## src/hw/rtl/ibcgi_pkg.sv

```systemverilog
// ----------------------------------------------------------------------------
// ibcgi_pkg
// Shared types and constants for the imu bias calibration and gyro integrator.
// ----------------------------------------------------------------------------
package ibcgi_pkg;

  localparam int unsigned AccW    = 14;
  localparam int unsigned RawW    = 16;
  localparam int unsigned CountW  = 16;
  localparam int unsigned DtW     = 32;
  localparam int unsigned AOffW   = 24;
  localparam int unsigned GOffW   = 25;
  localparam int unsigned SumW    = 34;
  localparam int unsigned AngleW  = 64;
  localparam int unsigned CorrW   = 23;
  localparam int unsigned RateW   = 26;
  localparam int unsigned ProdW   = RateW + DtW + 1;
  localparam int unsigned NumW    = 43;
  localparam int unsigned DivDW   = 42;
  localparam int unsigned DivSW   = CountW + 1;
  localparam int unsigned DivQW   = 25;
  localparam int unsigned AxisW   = 3;

  localparam logic [20:0] OneGQ8 = 21'd1049180;
  localparam logic signed [24:0] CorrMax = 25'sd4194303;
  localparam logic signed [24:0] CorrMin = -25'sd4194304;

  localparam logic [AxisW-1:0] AxisAz       = 3'd2;
  localparam logic [AxisW-1:0] AxisLastDiv  = 3'd5;

  typedef enum logic [2:0] {
    S_IDLE,
    S_DECIDE,
    S_MUL,
    S_ADD,
    S_OUT,
    S_DIV_PREP,
    S_DIV_START,
    S_DIV_WAIT
  } ctrl_state_e;

  typedef struct packed {
    logic capture;
    logic start_calib;
    logic drop_first;
    logic calib_add;
    logic axis_clr;
    logic axis_inc;
    logic mul;
    logic add;
    logic div_prep;
    logic div_start;
    logic div_store;
    logic out_load;
  } ctrl_cmd_t;

  typedef struct packed {
    logic cmd;
    logic first_pending;
    logic calib_active;
    logic calib_last;
    logic axis_last_angle;
    logic axis_last_div;
    logic div_done;
    logic div_busy;
    logic out_busy;
  } ctrl_sts_t;

endpackage

```

## src/hw/rtl/ibcgi_div.sv

```systemverilog
// ----------------------------------------------------------------------------
// ibcgi_div
// Restoring divider, one quotient bit per cycle, for offset computation.
// ----------------------------------------------------------------------------
module ibcgi_div import ibcgi_pkg::*; (
  input  logic             clk_i,
  input  logic             rst_ni,
  input  logic             start_i,
  input  logic [DivDW-1:0] dividend_i,
  input  logic [DivSW-1:0] divisor_i,
  output logic [DivQW-1:0] quotient_o,
  output logic             busy_o,
  output logic             done_o
);

  localparam int unsigned CntW = $clog2(DivQW);
  localparam logic [CntW-1:0] CntLast = CntW'(DivQW - 1);

  logic             busy_q, busy_d;
  logic             done_q, done_d;
  logic [CntW-1:0]  cnt_q, cnt_d;
  logic [DivSW-1:0] rem_q, rem_d;
  logic [DivQW-1:0] quo_q, quo_d;
  logic [DivSW-1:0] dsr_q, dsr_d;
  logic [DivSW+1:0] trial;

  assign trial = {1'b0, rem_q, quo_q[DivQW-1]} - {2'b00, dsr_q};

  always_comb begin
    busy_d = busy_q;
    done_d = done_q;
    cnt_d  = cnt_q;
    rem_d  = rem_q;
    quo_d  = quo_q;
    dsr_d  = dsr_q;
    if (start_i) begin
      busy_d = 1'b1;
      done_d = 1'b0;
      cnt_d  = '0;
      rem_d  = dividend_i[DivDW-1:DivQW];
      quo_d  = dividend_i[DivQW-1:0];
      dsr_d  = divisor_i;
    end else if (busy_q) begin
      if (!trial[DivSW+1]) begin
        rem_d = trial[DivSW-1:0];
        quo_d = {quo_q[DivQW-2:0], 1'b1};
      end else begin
        rem_d = {rem_q[DivSW-2:0], quo_q[DivQW-1]};
        quo_d = {quo_q[DivQW-2:0], 1'b0};
      end
      cnt_d = cnt_q + 1'b1;
      if (cnt_q == CntLast) begin
        busy_d = 1'b0;
        done_d = 1'b1;
      end
    end
  end

  always_ff @(posedge clk_i or negedge rst_ni) begin
    if (!rst_ni) begin
      busy_q <= 1'b0;
      done_q <= 1'b0;
      cnt_q  <= '0;
    end else begin
      busy_q <= busy_d;
      done_q <= done_d;
      cnt_q  <= cnt_d;
    end
  end

  always_ff @(posedge clk_i) begin
    rem_q <= rem_d;
    quo_q <= quo_d;
    dsr_q <= dsr_d;
  end

  assign quotient_o = quo_q;
  assign busy_o     = busy_q;
  assign done_o     = done_q;

endmodule

```

## src/hw/rtl/ibcgi_ctrl.sv

```systemverilog
// ----------------------------------------------------------------------------
// ibcgi_ctrl
// Sequencer for sample handling, calibration finish and result hand-off.
// ----------------------------------------------------------------------------
module ibcgi_ctrl import ibcgi_pkg::*; (
  input  logic      clk_i,
  input  logic      rst_ni,
  input  logic      in_valid_i,
  output logic      in_ready_o,
  input  ctrl_sts_t sts_i,
  output ctrl_cmd_t cmd_o
);

  ctrl_state_e state_q, state_d;

  always_ff @(posedge clk_i or negedge rst_ni) begin
    if (!rst_ni) begin
      state_q <= S_IDLE;
    end else begin
      state_q <= state_d;
    end
  end

  always_comb begin
    state_d    = state_q;
    cmd_o      = '0;
    in_ready_o = 1'b0;
    case (state_q)
      S_IDLE: begin
        in_ready_o = 1'b1;
        if (in_valid_i) begin
          cmd_o.capture = 1'b1;
          state_d       = S_DECIDE;
        end
      end
      S_DECIDE: begin
        if (sts_i.cmd) begin
          cmd_o.start_calib = 1'b1;
          state_d           = S_IDLE;
        end else if (sts_i.first_pending) begin
          cmd_o.drop_first = 1'b1;
          state_d          = S_IDLE;
        end else if (sts_i.calib_active) begin
          cmd_o.calib_add = 1'b1;
          if (sts_i.calib_last) begin
            cmd_o.axis_clr = 1'b1;
            state_d        = S_DIV_PREP;
          end else begin
            state_d = S_IDLE;
          end
        end else begin
          cmd_o.axis_clr = 1'b1;
          state_d        = S_MUL;
        end
      end
      S_MUL: begin
        cmd_o.mul = 1'b1;
        state_d   = S_ADD;
      end
      S_ADD: begin
        cmd_o.add = 1'b1;
        if (sts_i.axis_last_angle) begin
          state_d = S_OUT;
        end else begin
          cmd_o.axis_inc = 1'b1;
          state_d        = S_MUL;
        end
      end
      S_OUT: begin
        if (!sts_i.out_busy) begin
          cmd_o.out_load = 1'b1;
          state_d        = S_IDLE;
        end
      end
      S_DIV_PREP: begin
        cmd_o.div_prep = 1'b1;
        state_d        = S_DIV_START;
      end
      S_DIV_START: begin
        cmd_o.div_start = 1'b1;
        state_d         = S_DIV_WAIT;
      end
      S_DIV_WAIT: begin
        if (sts_i.div_done && !sts_i.div_busy) begin
          cmd_o.div_store = 1'b1;
          if (sts_i.axis_last_div) begin
            state_d = S_IDLE;
          end else begin
            cmd_o.axis_inc = 1'b1;
            state_d        = S_DIV_PREP;
          end
        end
      end
      default: begin
        state_d = S_IDLE;
      end
    endcase
  end

endmodule

```

## src/hw/rtl/ibcgi_datapath.sv

```systemverilog
// ----------------------------------------------------------------------------
// ibcgi_datapath
// Sample capture, calibration sums, offsets, angle accumulators and outputs.
// ----------------------------------------------------------------------------
module ibcgi_datapath import ibcgi_pkg::*; (
  input  logic                     clk_i,
  input  logic                     rst_ni,
  input  ctrl_cmd_t                cmd_i,
  output ctrl_sts_t                sts_o,
  input  logic                     cmd_in_i,
  input  logic [CountW-1:0]        calib_count_i,
  input  logic signed [RawW-1:0]   accel_x_raw_i,
  input  logic signed [RawW-1:0]   accel_y_raw_i,
  input  logic signed [RawW-1:0]   accel_z_raw_i,
  input  logic signed [RawW-1:0]   gyro_x_raw_i,
  input  logic signed [RawW-1:0]   gyro_y_raw_i,
  input  logic signed [RawW-1:0]   gyro_z_raw_i,
  input  logic [DtW-1:0]           elapsed_us_i,
  input  logic                     out_ready_i,
  output logic                     out_valid_o,
  output logic signed [CorrW-1:0]  accel_x_corr_o,
  output logic signed [CorrW-1:0]  accel_y_corr_o,
  output logic signed [CorrW-1:0]  accel_z_corr_o,
  output logic signed [AngleW-1:0] angle_x_o,
  output logic signed [AngleW-1:0] angle_y_o,
  output logic signed [AngleW-1:0] angle_z_o
);

  // captured transaction
  logic                    cmd_q;
  logic [CountW-1:0]       count_q;
  logic signed [AccW-1:0]  acc_q [3];
  logic signed [RawW-1:0]  gyr_q [3];
  logic [DtW-1:0]          dt_q;

  // calibration and integration state
  logic signed [AOffW-1:0]  aoff_q [3];
  logic signed [GOffW-1:0]  goff_q [3];
  logic signed [SumW-1:0]   sum_q  [6];
  logic [AngleW-1:0]        angle_q [3];
  logic [CountW-1:0]        remain_q;
  logic [CountW-1:0]        total_q;
  logic                     first_q;
  logic [AxisW-1:0]         axis_q;
  logic signed [ProdW-1:0]  prod_q;
  logic signed [NumW-1:0]   num_q;

  // result registers
  logic                     out_valid_q;
  logic signed [CorrW-1:0]  corr_q  [3];
  logic [AngleW-1:0]        oang_q  [3];

  logic signed [CorrW-1:0]  corr    [3];
  logic signed [RateW-1:0]  rate;
  logic signed [SumW-1:0]   sum_sel;
  logic signed [NumW-1:0]   num;
  logic [NumW-1:0]          mag;
  logic [DivDW-1:0]         dividend;
  logic [DivQW-1:0]         quotient;
  logic                     div_busy;
  logic                     div_done;
  logic signed [24:0]       cdiff [3];

  always_comb begin
    for (int k = 0; k < 3; k++) begin
      cdiff[k] = 25'(signed'({acc_q[k], 8'h00})) - 25'(aoff_q[k]);
      if (cdiff[k] > CorrMax) begin
        corr[k] = CorrMax[CorrW-1:0];
      end else if (cdiff[k] < CorrMin) begin
        corr[k] = CorrMin[CorrW-1:0];
      end else begin
        corr[k] = cdiff[k][CorrW-1:0];
      end
    end
  end

  assign rate = RateW'(signed'({gyr_q[axis_q[1:0]], 8'h00})) - RateW'(goff_q[axis_q[1:0]]);

  always_comb begin
    case (axis_q)
      3'd0:    sum_sel = sum_q[0];
      3'd1:    sum_sel = sum_q[1];
      3'd2:    sum_sel = sum_q[2];
      3'd3:    sum_sel = sum_q[3];
      3'd4:    sum_sel = sum_q[4];
      3'd5:    sum_sel = sum_q[5];
      default: sum_sel = '0;
    endcase
  end

  always_comb begin
    num = NumW'(signed'({sum_sel, 8'h00}));
    if (axis_q == AxisAz) begin
      num = num - signed'(NumW'(total_q * OneGQ8));
    end
  end

  assign mag      = num_q[NumW-1] ? NumW'(-num_q) : NumW'(num_q);
  assign dividend = {mag[DivDW-2:0], 1'b0} + DivDW'(total_q);

  ibcgi_div u_div (
    .clk_i      (clk_i),
    .rst_ni     (rst_ni),
    .start_i    (cmd_i.div_start),
    .dividend_i (dividend),
    .divisor_i  ({total_q, 1'b0}),
    .quotient_o (quotient),
    .busy_o     (div_busy),
    .done_o     (div_done)
  );

  always_ff @(posedge clk_i) begin
    if (cmd_i.capture) begin
      cmd_q    <= cmd_in_i;
      count_q  <= calib_count_i;
      acc_q[0] <= accel_x_raw_i[RawW-1:2];
      acc_q[1] <= accel_y_raw_i[RawW-1:2];
      acc_q[2] <= accel_z_raw_i[RawW-1:2];
      gyr_q[0] <= gyro_x_raw_i;
      gyr_q[1] <= gyro_y_raw_i;
      gyr_q[2] <= gyro_z_raw_i;
      dt_q     <= elapsed_us_i;
    end
    if (cmd_i.mul) begin
      prod_q <= rate * signed'({1'b0, dt_q});
    end
    if (cmd_i.div_prep) begin
      num_q <= num;
    end
    if (cmd_i.out_load) begin
      for (int k = 0; k < 3; k++) begin
        corr_q[k] <= corr[k];
        oang_q[k] <= angle_q[k];
      end
    end
  end

  always_ff @(posedge clk_i or negedge rst_ni) begin
    if (!rst_ni) begin
      for (int k = 0; k < 3; k++) begin
        aoff_q[k]  <= '0;
        goff_q[k]  <= '0;
        angle_q[k] <= '0;
      end
      for (int k = 0; k < 6; k++) begin
        sum_q[k] <= '0;
      end
      remain_q    <= '0;
      total_q     <= '0;
      first_q     <= 1'b1;
      axis_q      <= '0;
      out_valid_q <= 1'b0;
    end else begin
      if (cmd_i.start_calib) begin
        for (int k = 0; k < 3; k++) begin
          aoff_q[k] <= '0;
          goff_q[k] <= '0;
        end
        for (int k = 0; k < 6; k++) begin
          sum_q[k] <= '0;
        end
        remain_q <= count_q;
        total_q  <= count_q;
      end
      if (cmd_i.drop_first) begin
        first_q <= 1'b0;
      end
      if (cmd_i.calib_add) begin
        for (int k = 0; k < 3; k++) begin
          sum_q[k]     <= sum_q[k] + SumW'(acc_q[k]);
          sum_q[k + 3] <= sum_q[k + 3] + SumW'(gyr_q[k]);
        end
        remain_q <= remain_q - 1'b1;
      end
      if (cmd_i.axis_clr) begin
        axis_q <= '0;
      end else if (cmd_i.axis_inc) begin
        axis_q <= axis_q + 1'b1;
      end
      if (cmd_i.add) begin
        angle_q[axis_q[1:0]] <= angle_q[axis_q[1:0]] + AngleW'(prod_q);
      end
      if (cmd_i.div_store) begin
        case (axis_q)
          3'd0:    aoff_q[0] <= num_q[NumW-1] ? -AOffW'(quotient) : AOffW'(quotient);
          3'd1:    aoff_q[1] <= num_q[NumW-1] ? -AOffW'(quotient) : AOffW'(quotient);
          3'd2:    aoff_q[2] <= num_q[NumW-1] ? -AOffW'(quotient) : AOffW'(quotient);
          3'd3:    goff_q[0] <= num_q[NumW-1] ? -GOffW'(quotient) : GOffW'(quotient);
          3'd4:    goff_q[1] <= num_q[NumW-1] ? -GOffW'(quotient) : GOffW'(quotient);
          3'd5:    goff_q[2] <= num_q[NumW-1] ? -GOffW'(quotient) : GOffW'(quotient);
          default: ;
        endcase
      end
      if (cmd_i.out_load) begin
        out_valid_q <= 1'b1;
      end else if (out_ready_i) begin
        out_valid_q <= 1'b0;
      end
    end
  end

  always_comb begin
    sts_o.cmd             = cmd_q;
    sts_o.first_pending   = first_q;
    sts_o.calib_active    = remain_q != '0;
    sts_o.calib_last      = remain_q == CountW'(1);
    sts_o.axis_last_angle = axis_q == AxisAz;
    sts_o.axis_last_div   = axis_q == AxisLastDiv;
    sts_o.div_done        = div_done;
    sts_o.div_busy        = div_busy;
    sts_o.out_busy        = out_valid_q && !out_ready_i;
  end

  assign out_valid_o    = out_valid_q;
  assign accel_x_corr_o = corr_q[0];
  assign accel_y_corr_o = corr_q[1];
  assign accel_z_corr_o = corr_q[2];
  assign angle_x_o      = signed'(oang_q[0]);
  assign angle_y_o      = signed'(oang_q[1]);
  assign angle_z_o      = signed'(oang_q[2]);

endmodule

```

## src/hw/rtl/imu_bias_calibrate_and_gyro_integrate_unit.sv

```systemverilog
// ----------------------------------------------------------------------------
// imu_bias_calibrate_and_gyro_integrate_unit
// Accelerometer and gyro bias calibration with 64-bit gyro angle integration.
// ----------------------------------------------------------------------------
// One transaction is handled at a time. A start command, the dropped first
// sample and each calibration sample but the last go through the decide state
// and back to idle. A normal sample goes through the multiply and accumulate
// states before its result is registered: the three angle updates share one
// multiplier, with a multiply step and an accumulate step per axis. For the
// last calibration sample the six offsets go one after another through a
// restoring divider that produces one quotient bit per cycle, with prepare and
// start states per offset. A finished result waits in the output register; a
// following normal sample stalls only at its own hand-off.
module imu_bias_calibrate_and_gyro_integrate_unit import ibcgi_pkg::*; (
  input  logic                     clk_i,
  input  logic                     rst_ni,
  input  logic                     in_valid_i,
  output logic                     in_ready_o,
  input  logic                     cmd_i,
  input  logic [CountW-1:0]        calib_count_i,
  input  logic signed [RawW-1:0]   accel_x_raw_i,
  input  logic signed [RawW-1:0]   accel_y_raw_i,
  input  logic signed [RawW-1:0]   accel_z_raw_i,
  input  logic signed [RawW-1:0]   gyro_x_raw_i,
  input  logic signed [RawW-1:0]   gyro_y_raw_i,
  input  logic signed [RawW-1:0]   gyro_z_raw_i,
  input  logic [DtW-1:0]           elapsed_us_i,
  output logic                     out_valid_o,
  input  logic                     out_ready_i,
  output logic signed [CorrW-1:0]  accel_x_corr_o,
  output logic signed [CorrW-1:0]  accel_y_corr_o,
  output logic signed [CorrW-1:0]  accel_z_corr_o,
  output logic signed [AngleW-1:0] angle_x_o,
  output logic signed [AngleW-1:0] angle_y_o,
  output logic signed [AngleW-1:0] angle_z_o
);

  ctrl_cmd_t ctrl_cmd;
  ctrl_sts_t ctrl_sts;

  ibcgi_ctrl u_ctrl (
    .clk_i      (clk_i),
    .rst_ni     (rst_ni),
    .in_valid_i (in_valid_i),
    .in_ready_o (in_ready_o),
    .sts_i      (ctrl_sts),
    .cmd_o      (ctrl_cmd)
  );

  ibcgi_datapath u_datapath (
    .clk_i          (clk_i),
    .rst_ni         (rst_ni),
    .cmd_i          (ctrl_cmd),
    .sts_o          (ctrl_sts),
    .cmd_in_i       (cmd_i),
    .calib_count_i  (calib_count_i),
    .accel_x_raw_i  (accel_x_raw_i),
    .accel_y_raw_i  (accel_y_raw_i),
    .accel_z_raw_i  (accel_z_raw_i),
    .gyro_x_raw_i   (gyro_x_raw_i),
    .gyro_y_raw_i   (gyro_y_raw_i),
    .gyro_z_raw_i   (gyro_z_raw_i),
    .elapsed_us_i   (elapsed_us_i),
    .out_ready_i    (out_ready_i),
    .out_valid_o    (out_valid_o),
    .accel_x_corr_o (accel_x_corr_o),
    .accel_y_corr_o (accel_y_corr_o),
    .accel_z_corr_o (accel_z_corr_o),
    .angle_x_o      (angle_x_o),
    .angle_y_o      (angle_y_o),
    .angle_z_o      (angle_z_o)
  );

  // no new transaction while offsets are being computed
  assert property (@(posedge clk_i) disable iff (!rst_ni)
    ctrl_sts.div_busy |-> !in_ready_o)
    else $error("input ready during offset division");

  // a result is only produced outside calibration and after the first sample
  assert property (@(posedge clk_i) disable iff (!rst_ni)
    ctrl_cmd.out_load |-> (!ctrl_sts.calib_active && !ctrl_sts.first_pending))
    else $error("result produced during calibration or for first sample");

  // a start command never produces a result
  assert property (@(posedge clk_i) disable iff (!rst_ni)
    (in_valid_i && in_ready_o && cmd_i) |=> !ctrl_cmd.out_load ##1 !ctrl_cmd.out_load)
    else $error("start command produced a result");

endmodule

```

## config.mk

```make
export PLATFORM = sky130hd
export DESIGN_NAME = imu_bias_calibrate_and_gyro_integrate_unit
export DESIGN_NICKNAME = d
export VERILOG_FILES = /design/src/hw/rtl/ibcgi_pkg.sv /design/src/hw/rtl/ibcgi_div.sv /design/src/hw/rtl/ibcgi_ctrl.sv /design/src/hw/rtl/ibcgi_datapath.sv /design/src/hw/rtl/imu_bias_calibrate_and_gyro_integrate_unit.sv
export SDC_FILE = /design/constraint.sdc
export NUM_CORES = 2
export LEC_CHECK = 0
export ABC_CLOCK_PERIOD_IN_PS = 11600
export BUFFER_PORTS_ARGS = -buffer_cell sky130_fd_sc_hd__buf_2
export CAP_MARGIN = 20
export CELL_PAD_IN_SITES_DETAIL_PLACEMENT = 1
export CELL_PAD_IN_SITES_GLOBAL_PLACEMENT = 1
export CORE_ASPECT_RATIO = 1.4
export CORE_MARGIN = 3
export CORE_UTILIZATION = 45
export CTS_CLUSTER_SIZE = 12
export DETAILED_ROUTE_END_ITERATION = 6
export GPL_TIMING_DRIVEN = 1
export MAX_ROUTING_LAYER = met4
export PLACE_DENSITY_LB_ADDON = 0.08
export SLEW_MARGIN = 0
export SYNTH_ARGS = -nofsm -noshare
export SYNTH_HDL_FRONTEND = slang
export SYNTH_SLANG_ARGS = --single-unit
```

## constraint.sdc

```tcl
create_clock -name clk_i -period 11.6 [get_ports clk_i]
set_input_delay 1.74 -clock clk_i [delete_from_list [all_inputs] [get_ports clk_i]]
set_output_delay 1.74 -clock clk_i [all_outputs]
set_load 0.02 [all_outputs]
```

==> out/results.ini <==
[setup_path]
worst-endpoint-required_ns = 12.13
cpMaxStageDelayCell = dfrtp_4
arrival_ns = 11.37
worstSetupPathType = reg2reg
cp_slowest_stage_delay_ns = 0.67
reg2reg_slack_ns = 0.76
path_max_fanout = 17
end_kind = register
regToRegStartpoint = u_datapath.axis_q[0]
setup.worst_path.start = u_datapath.axis_q[0]
r2r_cells = 37
cpMostUsedCell = fa_1
r2r_end = u_datapath.prod_q[55]
cp-start-kind = register

[clocking]
clkSlewWorstSetupHoldPaths_ns = 0.06
cts_hold_buffers = 0
cts_tree = done
htree_levels = 4
clk_latency_ns = 0.80
root_buffer = clkbuf_16
cts_made_buffers = 139
clock_sinks = 1147
clock_path_buffers = 4

[drt]
vias = 76700
first_pass_iters = 7
ant_nets = 0
drt_iter0_drc = 4917
vias_per_cell = 5.75
wl_um = 316000
wl_per_cell_um = 23.7
drc_errors = 1

[yosys]
synthCells = 10100
seq_area_frac_synth_pct = 32.7
netlist_area_mm2 = 0.0963
synth_edf_count = 557
yosysUniqueCellTypes = 89
ys_ff_latch = 1147
synth_top_family_by_area = adder cells
yosys.area_share.adder_pct = 25.7
muxShareOfSynthArea_pct = 2.20
async_flop_share_pct = 51.4
syn_area_per_cell_um2 = 9.49
synthXorXnorAreaFrac_pct = 4.77
synth_compound_area_share_pct = 14.3
syn_nets = 11800
yosys.area_share.simple_pct = 14.3
ys.warnings.count = 0
synth_ff_type = dfrtp_1

[floorplan]
core_area_mm2 = 0.212
die_x_um = 397
start_util_pct = 45.3
die_h_um = 553
row_count = 200
boundaryPins = 412
die_area_mm2 = 0.220

[grt]
overflow = 0
grt_pass1_vias = 81700
grt_pass1_wl_um = 489000
grt_max_degree = 241
antenna_found_initial = 24
globalRouteTotalUtil_pct = 29.4

[sta]
fin_crit_ns = 10.84
rsz0062_at_grt = no
setup_viol_count_final = 0
slew_headroom_pct = 25.2
slew_violations = 0
fmax_mhz = 92.2
worst_pin_slew_ns = 1.12
fin_setup_tns_ns = 0
hold_viol_final = 0
period_share_pct = 93.5
skew_ns = 0.0581

[cells_and_area]
layout-drive-gt1-share_pct = 9.17
area_growth_pct = 10.4
nNetsFinal = 12100
multi_input_area_mm2 = 0.0592
nFillCells = 24100
regArea_mm2 = 0.0315

[min_path]
hp-start = u_datapath.angle_q[75]
hold_class = reg2reg
min_to = u_datapath.oang_q[0][75]
min_path_cells = 0

[outcome]
violations = design-rule violations
status = finished with violations

[flow_run]
maxCapViolations = 0

[placed_design]
globalplace.congestion = 0.911
io_buffers = 405
dp_hpwl_um = 243000

cell type report:
| type | count | area share, % |
|---|---|---|
| Multi-Input combinational cell | 7438 | 55.7 |
| Sequential cell | 1147 | 29.6 |
| Inverter | 1083 | 3.82 |
| Clock buffer | 207 | 3.72 |
| Timing Repair Buffer | 590 | 3.47 |
| Tap cell | 2828 | 3.33 |
| Clock inverter | 35 | 0.298 |
| Antenna cell | 6 | 0.0141 |
cell usage after synthesis, drive strengths merged (65+ instances only):
master  instances  area share [%]
inv          1081             4.2
edfxtp        557              17
nand2b         65            0.42
xor2          248             2.3
o21ai         900             4.7
o21bai         73            0.57
xnor2         276             2.5
and2          259             1.7
fa            768              16
nor3          120            0.63
clkbuf        442             1.7
mux2i         127             1.3
a21o          238             1.9
a21oi         470             2.4
mux2           75            0.88
nand2        1325             5.2
nand3         464             2.4
dfrtp         589              15
nor2          358             1.4
ha            745             9.7
o31ai          66            0.52
routing by layer:
layer	global-route usage (%)	share of wire, %	wire [µm]
met5	-	0	0
met4	6.61	2.4	7470
met2	48.6	48	153000
met1	39.4	45	141000
met3	2.66	4.6	14500
per-stage QoR:
stage | std cells | area (µm²) | hold slack (ns) | util (%) | worst slack (ns)
floorplan | 10100 | 96300 | 0.428 | - | 1.19
global placement | 13100 | 102000 | 0.457 | 47.9 | 0.426
detailed placement | 13100 | 102000 | 0.463 | 47.9 | 0.289
CTS | 13300 | 106000 | 0.419 | 49.9 | 0.154
global route | 13300 | 106000 | 0.436 | 50.0 | 0.0320
finish | 13300 | 106000 | 0.425 | 50.0 | 0.757
sequential cells by signal, indices dropped and copies added, names as in the netlist, 40 cells and up:
signal and cells:
u_datapath.corr_q 69, u_datapath.prod_q 59, u_datapath.sum_q 204, u_datapath.aoff_q 72, u_datapath.oang_q 192, u_datapath.goff_q 75, u_datapath.gyr_q 48, u_datapath.acc_q 42
u_datapath.num_q 40, u_datapath.angle_q 192
repair_timing:
item | in CTS | in global routing
gates resized for setup | 0 | 5
endpoints found under the hold margin | 0 | 0
setup buffers | 0 | 2
setup endpoints to repair | 0 | 11
cells by family (layout without fill, tap and decap cells):
group | Yosys count | after routing
flip-flops | 1147 | 1147
other | 0 | 6
AND/OR/NAND/NOR | 2958 | 2958
XOR/XNOR | 524 | 524
AO/OA/AOI/OAI | 2241 | 2241
multiplexers | 202 | 202
adder cells (fa/ha/maj) | 1513 | 1513
buffers and inverters | 1558 | 1915
worst max-delay path by stage:
| stage | slack, ns | to | cells past startpoint |
|---|---|---|---|
| finish | 0.76 | u_datapath.prod_q[55] | 37 |
| global route | 0.03 | u_datapath.prod_q[56] | 36 |
| CTS | 0.15 | u_datapath.prod_q[56] | 33 |
| detailed placement | 0.29 | u_datapath.prod_q[56] | 33 |
| global placement | 0.43 | u_datapath.prod_q[55] | 36 |
| floorplan | 1.19 | u_datapath.prod_q[55] | 40 |
critical path: cells and delay by family (launching register included):
kind	cells	cell delay [ns]
AOI/OAI and AO/OA	12	3.12
muxes	1	0.24
xor gates and xnor gates	2	0.39
buffers and inverters	7	0.63
adders and majority gates	9	4.11
and+or+nand+nor	6	1.38
DFF	1	0.67
cell usage in the layout (no fill, tap or decap), types with 65 or more instances in the layout:
cell type / netlist / routed
mux2_2: 75 / 75
fa_1: 768 / 768
buf_4: 0 / 165
dfrtp_1: 589 / 586
inv_1: 1081 / 1081
a21oi_1: 470 / 469
nand3_1: 464 / 464
clkbuf_16: 0 / 144
and2_1: 257 / 256
mux2i_1: 127 / 126
o21bai_1: 73 / 73
a21o_1: 238 / 238
xnor2_1: 276 / 262
o21ai_0: 876 / 875
edfxtp_1: 557 / 557
xor2_1: 248 / 240
nor2_1: 358 / 354
buf_2: 7 / 404
ha_1: 745 / 743
nor3_1: 119 / 119
nand2b_1: 65 / 65
nand2_1: 1325 / 1321
Power is left out: the tool's default activity adds up to more than one toggle a clock period on the data nets, which glitch-free logic cannot reach.
